File: config.mk
export PLATFORM = sky130hd
export DESIGN_NAME = glyph_layout_scaled_kerned
export DESIGN_NICKNAME = d
export VERILOG_FILES = /design/src/hdl/glk_pkg.sv /design/src/hdl/glyph_layout_scaled_kerned.sv /design/src/hdl/glk_mul.sv /design/src/hdl/glk_pen.sv /design/src/hdl/glk_round.sv /design/src/hdl/glk_ext.sv
export SDC_FILE = /design/constraint.sdc
export NUM_CORES = 2
export LEC_CHECK = 0
export BUFFER_PORTS_ARGS = -buffer_cell sky130_fd_sc_hd__buf_2
export CAP_MARGIN = 20
export CORE_ASPECT_RATIO = 0.5
export CORE_UTILIZATION = 50
export DETAILED_ROUTE_END_ITERATION = 7
export GPL_TIMING_DRIVEN = 1
export MAX_ROUTING_LAYER = met4
export PLACE_DENSITY = 0.65
export SYNTH_ARGS = -nofsm -noshare
export SYNTH_HDL_FRONTEND = slang
export SYNTH_SLANG_ARGS = --single-unit
File: constraint.sdc
create_clock -name i_clk -period 14.25 [get_ports i_clk]
set_input_delay 2.85 -clock i_clk [delete_from_list [all_inputs] [get_ports i_clk]]
set_output_delay 2.85 -clock i_clk [all_outputs]
set_load 0.01 [all_outputs]
File: src/hdl/glk_pkg.sv
package glk_pkg;

    // Defaults for the top-level parameters
    localparam int FRAC_BITS_DEF  = 12;
    localparam int COORD_BITS_DEF = 18;

    // Field widths fixed by the item format
    localparam int OFF_W   = 11;
    localparam int DIM_W   = 10;
    localparam int ADV_W   = 11;
    localparam int KERN_W  = 9;
    localparam int EXT_W   = 17;
    localparam int SCALE_W = 16;
    localparam int BASE_W  = 12;
    localparam int PEN_W   = 32;

    // Input beat payload width (six fields, padded to whole bytes)
    localparam int IN_DATA_W = 64;

    // Configuration port
    localparam int CFG_IDX_W  = 2;
    localparam int CFG_DATA_W = 16;
    localparam logic [SCALE_W-1:0] SCALE_RESET = 16'd4096;

    typedef enum logic [CFG_IDX_W-1:0] {
        CFG_SCALE    = 2'd0,
        CFG_KERN_EN  = 2'd1,
        CFG_BASELINE = 2'd2
    } t_cfg_idx;

    // Intermediate widths
    localparam int YS_W   = 14;                    // off_y + height - baseline
    localparam int KP_W   = KERN_W + SCALE_W + 1;  // kern * scale
    localparam int AP_W   = ADV_W + SCALE_W + 1;   // advance * scale
    localparam int XP0_W  = OFF_W + SCALE_W + 1;   // off_x * scale
    localparam int XP1_W  = OFF_W + SCALE_W + 2;   // (off_x + width) * scale
    localparam int YP_W   = YS_W + SCALE_W + 1;    // vertical terms * scale
    localparam int BLS_W  = BASE_W + SCALE_W;      // baseline * scale
    localparam int SBF_W  = BLS_W + 1;             // rounded scaled baseline, fixed point
    localparam int VX_W   = PEN_W + 1;             // unrounded coordinate sums
    localparam int VY_W   = PEN_W;
    localparam int RND_W  = VX_W + 2;              // rounded coordinates with headroom

    typedef struct packed {
        logic                     first;
        logic signed [OFF_W-1:0]  off_x;
        logic signed [OFF_W-1:0]  off_y;
        logic [DIM_W-1:0]         glyph_width;
        logic [DIM_W-1:0]         glyph_height;
        logic signed [ADV_W-1:0]  advance;
        logic signed [KERN_W-1:0] kern;
    } t_item;

    // Per-item control flags carried down the pipe
    typedef struct packed {
        logic first;
        logic wnz;
        logic hnz;
    } t_flag;

    typedef struct packed {
        t_flag              flag;
        logic [KP_W-1:0]    pk;
        logic [AP_W-1:0]    pa;
        logic [XP0_W-1:0]   px0;
        logic [XP1_W-1:0]   px1;
        logic [YP_W-1:0]    py0;
        logic [YP_W-1:0]    py1;
    } t_prod;

    typedef struct packed {
        t_flag              flag;
        logic [PEN_W-1:0]   pen_k;
        logic [XP0_W-1:0]   px0;
        logic [XP1_W-1:0]   px1;
        logic [YP_W-1:0]    py0;
        logic [YP_W-1:0]    py1;
    } t_pen;

    typedef struct packed {
        t_flag             flag;
        logic [VX_W-1:0]   vx0;
        logic [VX_W-1:0]   vx1;
        logic [VY_W-1:0]   vy0;
        logic [VY_W-1:0]   vy1;
    } t_sum;

    typedef struct packed {
        t_flag             flag;
        logic [RND_W-1:0]  x0;
        logic [RND_W-1:0]  x1;
        logic [RND_W-1:0]  y0;
        logic [RND_W-1:0]  y1;
    } t_rnd;

endpackage

File: src/hdl/glyph_layout_scaled_kerned.sv
// Glyph layout with font scaling and pair kerning.
//
// Input stream (s_axis): one beat per glyph with its offsets, size, advance
// and the pair kerning; tuser marks the first glyph of a string, which
// restarts the pen and the running extent. Output stream (m_axis): one beat
// per glyph with the scaled destination rectangle, the string extent so far,
// and in tuser a flag that is low when the scale is zero.
// Configuration (scale, kerning enable, baseline) goes through the plain write
// port; the user must do so only while the block is empty (not enforced).
//
// Seven register stages: input, scale products, pen accumulator, edge sums,
// rounding, growth and clipping, output. One glyph is taken and one result
// given per cycle while m_axis_tready is high; the pen accumulator closes
// its loop through its single pen register. Reset empties every stage, clears
// the pen and extent and loads scale 4096 (1.0 at the default FRAC_BITS),
// kerning on and baseline 0. When m_axis stalls, empty stages still take
// beats; s_axis_tready falls only once all seven stages hold a glyph.
module glyph_layout_scaled_kerned #(
    parameter  int FRAC_BITS  = glk_pkg::FRAC_BITS_DEF,
    parameter  int COORD_BITS = glk_pkg::COORD_BITS_DEF,
    localparam int OUT_DATA_W = ((4 * COORD_BITS + 2 * glk_pkg::EXT_W + 7) / 8) * 8
) (
    input  logic                              i_clk,
    input  logic                              i_rst_n,
    // Configuration write port
    input  logic                              i_cfg_we,
    input  logic [glk_pkg::CFG_IDX_W-1:0]     i_cfg_addr,
    input  logic [glk_pkg::CFG_DATA_W-1:0]    i_cfg_wdata,
    // Glyph input
    input  logic                              s_axis_tvalid,
    output logic                              s_axis_tready,
    // off_x, off_y, glyph_width, glyph_height, advance, kern (from bit 0)
    input  logic [glk_pkg::IN_DATA_W-1:0]     s_axis_tdata,
    // first
    input  logic                              s_axis_tuser,
    // Rectangle output
    output logic                              m_axis_tvalid,
    input  logic                              m_axis_tready,
    // left, top, right, bottom, extent_right, extent_bottom (from bit 0)
    output logic [OUT_DATA_W-1:0]             m_axis_tdata,
    // valid_res
    output logic                              m_axis_tuser
);

    localparam int NSTG = 7;

    logic [glk_pkg::SCALE_W-1:0]    r_scale;
    logic                           r_kern_en;
    logic [glk_pkg::BASE_W-1:0]     r_baseline;
    logic                           r_v_in;
    glk_pkg::t_item                 r_item;
    glk_pkg::t_item                 w_item;
    glk_pkg::t_prod                 w_prod;
    glk_pkg::t_sum                  w_sum;
    glk_pkg::t_flag                 w_flag;
    logic [NSTG:1]                  w_v;
    logic [NSTG:1]                  w_en;
    logic signed [COORD_BITS-1:0]   w_x0;
    logic signed [COORD_BITS-1:0]   w_x1;
    logic signed [COORD_BITS-1:0]   w_y0;
    logic signed [COORD_BITS-1:0]   w_y1;
    logic [COORD_BITS-1:0]          w_left;
    logic [COORD_BITS-1:0]          w_top;
    logic [COORD_BITS-1:0]          w_right;
    logic [COORD_BITS-1:0]          w_bottom;
    logic [glk_pkg::EXT_W-1:0]      w_ext_r;
    logic [glk_pkg::EXT_W-1:0]      w_ext_b;
    logic                           w_vres;

    // Configuration registers
    always_ff @(posedge i_clk) begin
        if (!i_rst_n) begin
            r_scale    <= glk_pkg::SCALE_RESET;
            r_kern_en  <= 1'b1;
            r_baseline <= '0;
        end else if (i_cfg_we) begin
            unique case (glk_pkg::t_cfg_idx'(i_cfg_addr))
                glk_pkg::CFG_SCALE:    r_scale    <= i_cfg_wdata;
                glk_pkg::CFG_KERN_EN:  r_kern_en  <= i_cfg_wdata[0];
                glk_pkg::CFG_BASELINE: r_baseline <= i_cfg_wdata[glk_pkg::BASE_W-1:0];
                default: ;
            endcase
        end
    end

    // Stage advance: a stage loads when it is empty or its successor moves on
    always_comb begin
        w_en[NSTG] = !w_v[NSTG] || m_axis_tready;
        for (int k = NSTG - 1; k >= 1; k--) begin
            w_en[k] = !w_v[k] || w_en[k+1];
        end
    end

    assign s_axis_tready = w_en[1];

    // Unpack the input beat
    always_comb begin
        w_item.first        = s_axis_tuser;
        w_item.off_x        = s_axis_tdata[10:0];
        w_item.off_y        = s_axis_tdata[21:11];
        w_item.glyph_width  = s_axis_tdata[31:22];
        w_item.glyph_height = s_axis_tdata[41:32];
        w_item.advance      = s_axis_tdata[52:42];
        w_item.kern         = s_axis_tdata[61:53];
    end

    // Input register
    always_ff @(posedge i_clk) begin
        if (!i_rst_n) begin
            r_v_in <= 1'b0;
        end else if (w_en[1]) begin
            r_v_in <= s_axis_tvalid;
        end
    end

    always_ff @(posedge i_clk) begin
        if (w_en[1]) begin
            r_item <= w_item;
        end
    end

    assign w_v[1] = r_v_in;

    glk_mul u_mul (
        .i_clk      (i_clk),
        .i_rst_n    (i_rst_n),
        .i_en       (w_en[2]),
        .i_valid    (w_v[1]),
        .i_item     (r_item),
        .i_scale    (r_scale),
        .i_kern_en  (r_kern_en),
        .i_baseline (r_baseline),
        .o_valid    (w_v[2]),
        .o_prod     (w_prod)
    );

    glk_pen #(
        .FRAC_BITS (FRAC_BITS)
    ) u_pen (
        .i_clk       (i_clk),
        .i_rst_n     (i_rst_n),
        .i_en_pen    (w_en[3]),
        .i_en_sum    (w_en[4]),
        .i_valid     (w_v[2]),
        .i_prod      (w_prod),
        .i_scale     (r_scale),
        .i_baseline  (r_baseline),
        .o_pen_valid (w_v[3]),
        .o_valid     (w_v[4]),
        .o_sum       (w_sum)
    );

    glk_round #(
        .FRAC_BITS  (FRAC_BITS),
        .COORD_BITS (COORD_BITS)
    ) u_round (
        .i_clk       (i_clk),
        .i_rst_n     (i_rst_n),
        .i_en_rnd    (w_en[5]),
        .i_en_sat    (w_en[6]),
        .i_valid     (w_v[4]),
        .i_sum       (w_sum),
        .o_rnd_valid (w_v[5]),
        .o_valid     (w_v[6]),
        .o_flag      (w_flag),
        .o_x0        (w_x0),
        .o_x1        (w_x1),
        .o_y0        (w_y0),
        .o_y1        (w_y1)
    );

    glk_ext #(
        .COORD_BITS (COORD_BITS)
    ) u_ext (
        .i_clk        (i_clk),
        .i_rst_n      (i_rst_n),
        .i_en         (w_en[7]),
        .i_valid      (w_v[6]),
        .i_flag       (w_flag),
        .i_x0         (w_x0),
        .i_x1         (w_x1),
        .i_y0         (w_y0),
        .i_y1         (w_y1),
        .i_scale_zero (r_scale == '0),
        .o_valid      (w_v[7]),
        .o_left       (w_left),
        .o_top        (w_top),
        .o_right      (w_right),
        .o_bottom     (w_bottom),
        .o_ext_right  (w_ext_r),
        .o_ext_bottom (w_ext_b),
        .o_valid_res  (w_vres)
    );

    // Output beat
    assign m_axis_tvalid = w_v[NSTG];
    assign m_axis_tuser  = w_vres;
    assign m_axis_tdata  = OUT_DATA_W'({w_ext_b, w_ext_r, w_bottom, w_right, w_top, w_left});

    // An empty output register never holds off the input side
    a_ready_when_drained: assert property (@(posedge i_clk) disable iff (!i_rst_n)
        !m_axis_tvalid |-> s_axis_tready)
        else $error("input stalled with empty output register");

    // Input is held off only when every stage holds a glyph
    a_stall_only_full: assert property (@(posedge i_clk) disable iff (!i_rst_n)
        !s_axis_tready |-> (&w_v))
        else $error("input stalled with a bubble in the pipe");

    // Zero scale gives an all-zero rectangle
    a_zero_scale_rect: assert property (@(posedge i_clk) disable iff (!i_rst_n)
        m_axis_tvalid && !m_axis_tuser |->
            (w_left == '0) && (w_top == '0) && (w_right == '0) && (w_bottom == '0))
        else $error("rectangle not cleared for zero scale");

    // Rectangles are never inverted
    a_rect_order: assert property (@(posedge i_clk) disable iff (!i_rst_n)
        m_axis_tvalid && m_axis_tuser |->
            ($signed(w_right) >= $signed(w_left)) && ($signed(w_bottom) >= $signed(w_top)))
        else $error("inverted destination rectangle");

endmodule

File: src/hdl/glk_mul.sv
module glk_mul (
    input  logic                               i_clk,
    input  logic                               i_rst_n,
    input  logic                               i_en,
    input  logic                               i_valid,
    input  glk_pkg::t_item                     i_item,
    input  logic [glk_pkg::SCALE_W-1:0]        i_scale,
    input  logic                               i_kern_en,
    input  logic [glk_pkg::BASE_W-1:0]         i_baseline,
    output logic                               o_valid,
    output glk_pkg::t_prod                     o_prod
);

    logic                                  r_valid;
    glk_pkg::t_prod                        r_prod;
    glk_pkg::t_prod                        n_prod;

    logic signed [glk_pkg::SCALE_W:0]      w_scale_s;
    logic signed [glk_pkg::KERN_W-1:0]     w_kern;
    logic signed [glk_pkg::OFF_W:0]        w_ox_w;
    logic signed [glk_pkg::YS_W-1:0]       w_oy_bl;
    logic signed [glk_pkg::YS_W-1:0]       w_oy_h_bl;

    // Narrow pre-adds ahead of the multipliers
    assign w_scale_s = $signed({1'b0, i_scale});
    assign w_kern    = i_kern_en ? i_item.kern : '0;
    assign w_ox_w    = $signed({i_item.off_x[glk_pkg::OFF_W-1], i_item.off_x})
                     + $signed({2'b00, i_item.glyph_width});
    assign w_oy_bl   = glk_pkg::YS_W'(i_item.off_y) - $signed({2'b00, i_baseline});
    assign w_oy_h_bl = w_oy_bl + $signed({4'b0000, i_item.glyph_height});

    // Six independent scale products
    always_comb begin
        n_prod.flag.first = i_item.first;
        n_prod.flag.wnz   = |i_item.glyph_width;
        n_prod.flag.hnz   = |i_item.glyph_height;
        n_prod.pk  = glk_pkg::KP_W'(w_kern) * glk_pkg::KP_W'(w_scale_s);
        n_prod.pa  = glk_pkg::AP_W'(i_item.advance) * glk_pkg::AP_W'(w_scale_s);
        n_prod.px0 = glk_pkg::XP0_W'(i_item.off_x) * glk_pkg::XP0_W'(w_scale_s);
        n_prod.px1 = glk_pkg::XP1_W'(w_ox_w) * glk_pkg::XP1_W'(w_scale_s);
        n_prod.py0 = glk_pkg::YP_W'(w_oy_bl) * glk_pkg::YP_W'(w_scale_s);
        n_prod.py1 = glk_pkg::YP_W'(w_oy_h_bl) * glk_pkg::YP_W'(w_scale_s);
    end

    always_ff @(posedge i_clk) begin
        if (!i_rst_n) begin
            r_valid <= 1'b0;
        end else if (i_en) begin
            r_valid <= i_valid;
        end
    end

    always_ff @(posedge i_clk) begin
        if (i_en) begin
            r_prod <= n_prod;
        end
    end

    assign o_valid = r_valid;
    assign o_prod  = r_prod;

endmodule

File: src/hdl/glk_pen.sv
module glk_pen #(
    parameter int FRAC_BITS = glk_pkg::FRAC_BITS_DEF
) (
    input  logic                           i_clk,
    input  logic                           i_rst_n,
    input  logic                           i_en_pen,
    input  logic                           i_en_sum,
    input  logic                           i_valid,
    input  glk_pkg::t_prod                 i_prod,
    input  logic [glk_pkg::SCALE_W-1:0]    i_scale,
    input  logic [glk_pkg::BASE_W-1:0]     i_baseline,
    output logic                           o_pen_valid,
    output logic                           o_valid,
    output glk_pkg::t_sum                  o_sum
);

    localparam int SBF_W = glk_pkg::SBF_W;
    localparam logic [SBF_W-1:0] HALF_U    = SBF_W'(2 ** (FRAC_BITS - 1));
    localparam logic [SBF_W-1:0] FRAC_MASK = SBF_W'((2 ** FRAC_BITS) - 1);

    logic [glk_pkg::PEN_W-1:0]   r_pen;
    logic [glk_pkg::BLS_W-1:0]   r_bls;
    logic [SBF_W-1:0]            r_sbf;
    logic                        r_v_pen;
    logic                        r_v_sum;
    glk_pkg::t_pen               r_s_pen;
    glk_pkg::t_pen               n_s_pen;
    glk_pkg::t_sum               r_s_sum;
    glk_pkg::t_sum               n_s_sum;
    logic [glk_pkg::PEN_W-1:0]   w_base;
    logic [glk_pkg::PEN_W-1:0]   n_pen;

    // Scaled baseline, rounded to whole pixels; follows config continuously
    always_ff @(posedge i_clk) begin
        r_bls <= glk_pkg::BLS_W'(i_baseline) * glk_pkg::BLS_W'(i_scale);
        r_sbf <= (SBF_W'(r_bls) + HALF_U) & ~FRAC_MASK;
    end

    // Pen accumulator: kerned pen for this glyph, then advance
    always_comb begin
        w_base = i_prod.flag.first ? '0 : r_pen;
        n_s_pen.flag  = i_prod.flag;
        n_s_pen.pen_k = w_base + glk_pkg::PEN_W'($signed(i_prod.pk));
        n_s_pen.px0   = i_prod.px0;
        n_s_pen.px1   = i_prod.px1;
        n_s_pen.py0   = i_prod.py0;
        n_s_pen.py1   = i_prod.py1;
        n_pen         = n_s_pen.pen_k + glk_pkg::PEN_W'($signed(i_prod.pa));
    end

    always_ff @(posedge i_clk) begin
        if (!i_rst_n) begin
            r_pen   <= '0;
            r_v_pen <= 1'b0;
        end else if (i_en_pen) begin
            r_v_pen <= i_valid;
            if (i_valid) begin
                r_pen <= n_pen;
            end
        end
    end

    always_ff @(posedge i_clk) begin
        if (i_en_pen) begin
            r_s_pen <= n_s_pen;
        end
    end

    // Edge positions in fixed point, before rounding
    always_comb begin
        n_s_sum.flag = r_s_pen.flag;
        n_s_sum.vx0  = glk_pkg::VX_W'($signed(r_s_pen.pen_k))
                     + glk_pkg::VX_W'($signed(r_s_pen.px0));
        n_s_sum.vx1  = glk_pkg::VX_W'($signed(r_s_pen.pen_k))
                     + glk_pkg::VX_W'($signed(r_s_pen.px1));
        n_s_sum.vy0  = glk_pkg::VY_W'($signed({1'b0, r_sbf}))
                     + glk_pkg::VY_W'($signed(r_s_pen.py0));
        n_s_sum.vy1  = glk_pkg::VY_W'($signed({1'b0, r_sbf}))
                     + glk_pkg::VY_W'($signed(r_s_pen.py1));
    end

    always_ff @(posedge i_clk) begin
        if (!i_rst_n) begin
            r_v_sum <= 1'b0;
        end else if (i_en_sum) begin
            r_v_sum <= r_v_pen;
        end
    end

    always_ff @(posedge i_clk) begin
        if (i_en_sum) begin
            r_s_sum <= n_s_sum;
        end
    end

    assign o_pen_valid = r_v_pen;
    assign o_valid     = r_v_sum;
    assign o_sum       = r_s_sum;

endmodule

File: src/hdl/glk_round.sv
module glk_round #(
    parameter int FRAC_BITS  = glk_pkg::FRAC_BITS_DEF,
    parameter int COORD_BITS = glk_pkg::COORD_BITS_DEF
) (
    input  logic                          i_clk,
    input  logic                          i_rst_n,
    input  logic                          i_en_rnd,
    input  logic                          i_en_sat,
    input  logic                          i_valid,
    input  glk_pkg::t_sum                 i_sum,
    output logic                          o_rnd_valid,
    output logic                          o_valid,
    output glk_pkg::t_flag                o_flag,
    output logic signed [COORD_BITS-1:0]  o_x0,
    output logic signed [COORD_BITS-1:0]  o_x1,
    output logic signed [COORD_BITS-1:0]  o_y0,
    output logic signed [COORD_BITS-1:0]  o_y1
);

    localparam int RND_W = glk_pkg::RND_W;
    localparam int VX_W  = glk_pkg::VX_W;
    localparam logic signed [RND_W-1:0] HALF    = RND_W'(2 ** (FRAC_BITS - 1));
    localparam logic signed [RND_W-1:0] HALF_M1 = RND_W'((2 ** (FRAC_BITS - 1)) - 1);
    localparam logic signed [RND_W-1:0] ONE     = RND_W'(1);
    localparam logic signed [RND_W-1:0] C_MAX   = RND_W'((2 ** (COORD_BITS - 1)) - 1);
    localparam logic signed [RND_W-1:0] C_MIN   = RND_W'(-(2 ** (COORD_BITS - 1)));
    localparam logic signed [COORD_BITS-1:0] C_MAX_O = COORD_BITS'((2 ** (COORD_BITS - 1)) - 1);
    localparam logic signed [COORD_BITS-1:0] C_MIN_O = COORD_BITS'(-(2 ** (COORD_BITS - 1)));

    // Round half away from zero: negative values take half minus one, then floor
    function automatic logic signed [RND_W-1:0] fx_round(input logic [VX_W-1:0] v);
        logic signed [RND_W-1:0] t;
        t = RND_W'($signed(v)) + (v[VX_W-1] ? HALF_M1 : HALF);
        return t >>> FRAC_BITS;
    endfunction

    function automatic logic signed [COORD_BITS-1:0] sat_c(input logic signed [RND_W-1:0] v);
        logic signed [COORD_BITS-1:0] r;
        if (v > C_MAX) begin
            r = C_MAX_O;
        end else if (v < C_MIN) begin
            r = C_MIN_O;
        end else begin
            r = v[COORD_BITS-1:0];
        end
        return r;
    endfunction

    logic                           r_v_rnd;
    logic                           r_v_sat;
    glk_pkg::t_rnd                  r_s_rnd;
    glk_pkg::t_rnd                  n_s_rnd;
    glk_pkg::t_flag                 r_flag;
    logic signed [COORD_BITS-1:0]   r_x0;
    logic signed [COORD_BITS-1:0]   r_x1;
    logic signed [COORD_BITS-1:0]   r_y0;
    logic signed [COORD_BITS-1:0]   r_y1;
    logic signed [RND_W-1:0]        w_x0;
    logic signed [RND_W-1:0]        w_x1;
    logic signed [RND_W-1:0]        w_y0;
    logic signed [RND_W-1:0]        w_y1;
    logic signed [RND_W-1:0]        w_x1a;
    logic signed [RND_W-1:0]        w_y0a;

    // Round the left, right, top and bottom edges to whole pixels
    always_comb begin
        n_s_rnd.flag = i_sum.flag;
        n_s_rnd.x0   = fx_round(i_sum.vx0);
        n_s_rnd.x1   = fx_round(i_sum.vx1);
        n_s_rnd.y0   = fx_round(VX_W'($signed(i_sum.vy0)));
        n_s_rnd.y1   = fx_round(VX_W'($signed(i_sum.vy1)));
    end

    always_ff @(posedge i_clk) begin
        if (!i_rst_n) begin
            r_v_rnd <= 1'b0;
        end else if (i_en_rnd) begin
            r_v_rnd <= i_valid;
        end
    end

    always_ff @(posedge i_clk) begin
        if (i_en_rnd) begin
            r_s_rnd <= n_s_rnd;
        end
    end

    // Grow rectangles that rounding made empty, then clip to coordinate range
    assign w_x0  = $signed(r_s_rnd.x0);
    assign w_x1  = $signed(r_s_rnd.x1);
    assign w_y0  = $signed(r_s_rnd.y0);
    assign w_y1  = $signed(r_s_rnd.y1);
    assign w_x1a = (w_x0 >= w_x1 && r_s_rnd.flag.wnz) ? w_x1 + ONE : w_x1;
    assign w_y0a = (w_y0 >= w_y1) ? (r_s_rnd.flag.hnz ? w_y1 - ONE : w_y1) : w_y0;

    always_ff @(posedge i_clk) begin
        if (!i_rst_n) begin
            r_v_sat <= 1'b0;
        end else if (i_en_sat) begin
            r_v_sat <= r_v_rnd;
        end
    end

    always_ff @(posedge i_clk) begin
        if (i_en_sat) begin
            r_flag <= r_s_rnd.flag;
            r_x0   <= sat_c(w_x0);
            r_x1   <= sat_c(w_x1a);
            r_y0   <= sat_c(w_y0a);
            r_y1   <= sat_c(w_y1);
        end
    end

    assign o_rnd_valid = r_v_rnd;
    assign o_valid     = r_v_sat;
    assign o_flag      = r_flag;
    assign o_x0        = r_x0;
    assign o_x1        = r_x1;
    assign o_y0        = r_y0;
    assign o_y1        = r_y1;

endmodule

File: src/hdl/glk_ext.sv
module glk_ext #(
    parameter int COORD_BITS = glk_pkg::COORD_BITS_DEF
) (
    input  logic                          i_clk,
    input  logic                          i_rst_n,
    input  logic                          i_en,
    input  logic                          i_valid,
    input  glk_pkg::t_flag                i_flag,
    input  logic signed [COORD_BITS-1:0]  i_x0,
    input  logic signed [COORD_BITS-1:0]  i_x1,
    input  logic signed [COORD_BITS-1:0]  i_y0,
    input  logic signed [COORD_BITS-1:0]  i_y1,
    input  logic                          i_scale_zero,
    output logic                          o_valid,
    output logic [COORD_BITS-1:0]         o_left,
    output logic [COORD_BITS-1:0]         o_top,
    output logic [COORD_BITS-1:0]         o_right,
    output logic [COORD_BITS-1:0]         o_bottom,
    output logic [glk_pkg::EXT_W-1:0]     o_ext_right,
    output logic [glk_pkg::EXT_W-1:0]     o_ext_bottom,
    output logic                          o_valid_res
);

    localparam int E_W = COORD_BITS - 1;

    logic                    r_valid;
    logic [E_W-1:0]          r_max_r;
    logic [E_W-1:0]          r_max_b;
    logic [COORD_BITS-1:0]   r_left;
    logic [COORD_BITS-1:0]   r_top;
    logic [COORD_BITS-1:0]   r_right;
    logic [COORD_BITS-1:0]   r_bottom;
    logic                    r_vres;
    logic [E_W-1:0]          w_e_r;
    logic [E_W-1:0]          w_e_b;
    logic [E_W-1:0]          w_base_r;
    logic [E_W-1:0]          w_base_b;
    logic                    w_area;
    logic [E_W-1:0]          n_max_r;
    logic [E_W-1:0]          n_max_b;

    // Running extent of glyphs with area; a first glyph restarts it
    assign w_e_r    = i_x1[COORD_BITS-1] ? '0 : i_x1[E_W-1:0];
    assign w_e_b    = i_y1[COORD_BITS-1] ? '0 : i_y1[E_W-1:0];
    assign w_base_r = i_flag.first ? '0 : r_max_r;
    assign w_base_b = i_flag.first ? '0 : r_max_b;
    assign w_area   = i_flag.wnz && i_flag.hnz;
    assign n_max_r  = (w_area && w_e_r > w_base_r) ? w_e_r : w_base_r;
    assign n_max_b  = (w_area && w_e_b > w_base_b) ? w_e_b : w_base_b;

    always_ff @(posedge i_clk) begin
        if (!i_rst_n) begin
            r_valid <= 1'b0;
            r_max_r <= '0;
            r_max_b <= '0;
        end else if (i_en) begin
            r_valid <= i_valid;
            if (i_valid) begin
                r_max_r <= n_max_r;
                r_max_b <= n_max_b;
            end
        end
    end

    // Output register; rectangle reads as zero when the scale is zero
    always_ff @(posedge i_clk) begin
        if (i_en) begin
            r_left   <= i_scale_zero ? '0 : i_x0;
            r_top    <= i_scale_zero ? '0 : i_y0;
            r_right  <= i_scale_zero ? '0 : i_x1;
            r_bottom <= i_scale_zero ? '0 : i_y1;
            r_vres   <= !i_scale_zero;
        end
    end

    assign o_valid      = r_valid;
    assign o_left       = r_left;
    assign o_top        = r_top;
    assign o_right      = r_right;
    assign o_bottom     = r_bottom;
    assign o_ext_right  = glk_pkg::EXT_W'(r_max_r);
    assign o_ext_bottom = glk_pkg::EXT_W'(r_max_b);
    assign o_valid_res  = r_vres;

endmodule
==> results.sh <==
export IMPL_totalPowerFinal_w=0.01414
export IMPL_ir_drop_uv=113.3
export IMPL_synth_distinct_cells=93
export IMPL_setup_viol=0
export IMPL_synthCells=8424
export IMPL_firstDrtPassIters=6
export IMPL_core_area_um2=171100
export IMPL_cp_max_fo=18
export IMPL_cts_tree="yes"
export IMPL_track_usage=0.2542
export IMPL_finalCriticalPeriod_ps=10900
export IMPL_clk_path_buf_depth=3
export IMPL_post_drt_via_cell_ratio=5.414
export IMPL_hold_start="u_round.r_s_rnd[142]"
export IMPL_synth_edf_count=763
export IMPL_setup_tns_ps=0
export IMPL_hpwl_mm=161.3
export IMPL_die_h_um=296.2
export IMPL_yosys_warnings=0
export IMPL_wl_mm=210.9
export IMPL_grt_pass1_wl_mm=333.8
export IMPL_multi_input_area_um2=55170
export IMPL_hold_viol_final=0
export IMPL_drt_iter0_markers=4412
export IMPL_tightest_slew_ps=1113
export IMPL_arrival_ps=11340
export IMPL_hold_buffers=0
export IMPL_die_w_um=590.4
export IMPL_htreeDepth=3
export IMPL_end_kind="flip-flop"
export IMPL_post_route_period_util=0.7648
export IMPL_rsz0062_at_grt="false"
export IMPL_wl_per_cell_um=19.41
export IMPL_placed_cells=10680
export IMPL_crit_slowest_cell="xor2_2"
export IMPL_std_cell_rows=107
export IMPL_p_per_area_nw_per_um2=151.9
export IMPL_r2r_start="r_baseline[0]"
export IMPL_overflow=0
export IMPL_skew_ps=70.50
export IMPL_ys_async_sr_fraction=0
export IMPL_io_pins=203
export IMPL_slew_viol_final=0
export IMPL_synth_top_area_cell="edfxtp_1"
export IMPL_maxCapViolCount=0
export IMPL_syn_to_final_growth_pct=7.529
export IMPL_initial_core_util=0.5058
export IMPL_cts_setup_buffers=0
export IMPL_synth_area_um2=86550
export IMPL_fin_ws_ps=3351
export IMPL_clk_pin_slew_ps=60
export IMPL_nets=10470
export IMPL_cpPeakStageDelay_ps=750
export IMPL_grt_max_degree=89
export IMPL_fmax_mhz=91.75
export IMPL_die_area_um2=174900
export IMPL_root_buffer="clkbuf_16"
export IMPL_clock_sinks=899
export IMPL_antenna_found_initial=19
export IMPL_hp_class="flip-flop to flip-flop"
export IMPL_drive_gt1_frac=0.06551
export IMPL_synth_area_leaders="edfxtp_1 (26%), fa_1 (22%), ha_1 (13%)"
export IMPL_crit_type="flip-flop to flip-flop"
export IMPL_slew_headroom=0.2546
export IMPL_ys_ff_latch=899
export IMPL_crit_required_ps=14690
export IMPL_drc=0
export IMPL_fin_cells=10870
export IMPL_clk_latency_ps=740
export IMPL_seqCellArea_um2=25690
export IMPL_place_port_buffers=194
export IMPL_syn_avg_cell_area_um2=10.27
export IMPL_dp_slack_ps=3476
export IMPL_num_vias=58840
export IMPL_n_fill_cell=14950
export IMPL_crit_path_frequent_cell="fa_1"
export IMPL_ctsResizeCount=0
export IMPL_status="finished, final reports clean"
export IMPL_cts_buffers_inserted=89
export IMPL_startpoint="r_baseline[0]"
export IMPL_ant_nets=0
export IMPL_cp_start_kind="flip-flop"
export IMPL_yosysSeqAreaShare=0.2962
export IMPL_p_leak_nw=43.43
export IMPL_synthFlopType="edfxtp_1"
export IMPL_holdWs_ps=416.5
export IMPL_gp_congestion=0.9095
export IMPL_synth_top_area_frac=0.2647
export IMPL_grt_pass1_vias=59120
state kept, by name, summed over array words and instances, names as in the netlist, 21 cells and up:
register and flops:
r_item 63, u_round.w_x0 22, u_pen.r_pen 32, u_mul.o_prod 176, u_round.w_y0 21, u_round.w_y1 21
u_pen.o_sum 133, u_pen.r_s_pen 151, u_round.w_x1 22
cells in the final DEF, fill, tap and decap left out, types with 64 or more instances in the layout:
master	Yosys	routed
nor2_1	264	263
o21ai_0	124	124
ha_1	920	920
buf_4	8	79
a21o_1	153	153
nor2b_1	189	189
and3_1	115	115
edfxtp_1	763	763
and2_1	563	563
o21a_1	64	64
xnor2_1	322	315
buf_2	4	194
xor2_1	106	104
nand2_1	946	943
a21oi_1	270	270
clkbuf_16	0	91
dfxtp_1	136	120
inv_1	1241	1238
nand2b_1	108	108
nor3_1	96	94
fa_1	972	972
nand3_1	121	120
synthesized netlist by cell type, types with 17 or more instances:
library cell and number:
nand2b_1 108, nor2b_1 189, ha_1 920, o21ai_0 124
a31oi_1 30, o21bai_1 35, o21ai_1 45, a211oi_1 37
mux2i_1 33, nand4_1 60, o211ai_1 17, nor2_1 264
nand3_1 121, fa_1 972, nor3_1 96, or2_2 40
dfxtp_1 136, and2_1 563, nor4_1 24, o21ai_2 20
a21oi_1 270, a21o_1 153, nand2_1 946, or3_1 35
xnor2_1 322, o21a_1 64, inv_1 1241, xor2_1 106
a22o_1 35, clkbuf_1 291, edfxtp_1 763, a21boi_0 36
and3_1 115
power by group:
part | internal, W | total, W | switching, W
registers | 0.00413 | 0.00480 | 0.000677
logic | 0.00290 | 0.00691 | 0.00401
clock network | 0.00132 | 0.00242 | 0.00110
total | 0.00835 | 0.0141 | 0.00579
metal layers:
layer	vias up	track usage	wire [µm]
met5	-	-	0
met4	0	0.06785	5802
met3	332	0.03846	14690
met2	1697	0.3820	90360
met1	29040	0.3600	100100
li1	27770	-	-
final timing paths:
check | end | slack, ps | cells past startpoint
hold / removal | u_round.o_flag[2] | 420 | 0
setup reg to reg | u_mul.o_prod[30] | 3350 | 37
hold reg to reg | u_round.o_flag[2] | 420 | 0
setup / recovery | u_mul.o_prod[30] | 3350 | 37
cells by family (layout without fill, tap and decap cells):
logic type | Yosys count | in the layout | share of synthesized area
and+or+nand+nor | 2606 | 2606 | 0.1514
AOI/OAI and AO/OA | 1009 | 1009 | 0.07830
muxes | 37 | 37 | 0.004597
DFF | 899 | 899 | 0.2962
other | 1 | 21 | 0.00004333
buffers and inverters | 1551 | 1686 | 0.06806
xor gates and xnor gates | 429 | 429 | 0.04357
adders and majority gates | 1892 | 1892 | 0.3578
critical path: cells and delay by family (launching register included):
kind | cells | cell delay (ps)
compound gates | 15 | 2910
xor+xnor | 2 | 830
fa+ha+maj | 10 | 4580
buf+inv | 3 | 140
flops | 1 | 540
simple gates | 7 | 1590
through the flow:
stage	area, µm²	utilization
2_1_floorplan	86560	-
3_3_place_gp	89940	0.5257
3_5_place_dp	89960	0.5258
4_1_cts	92940	0.5432
5_1_grt	93050	0.5438
6_report	93060	0.5439
final cells by class:
class | count | area share
antenna | 15 | 0.0004033
clock buffer | 107 | 0.02555
clock inverter | 60 | 0.006534
inverter | 1241 | 0.05014
multi-input combinational | 5979 | 0.5928
sequential | 899 | 0.2761
tap | 2289 | 0.03078
timing repair buffer | 278 | 0.01767
Power figures use the tool's default switching activity.
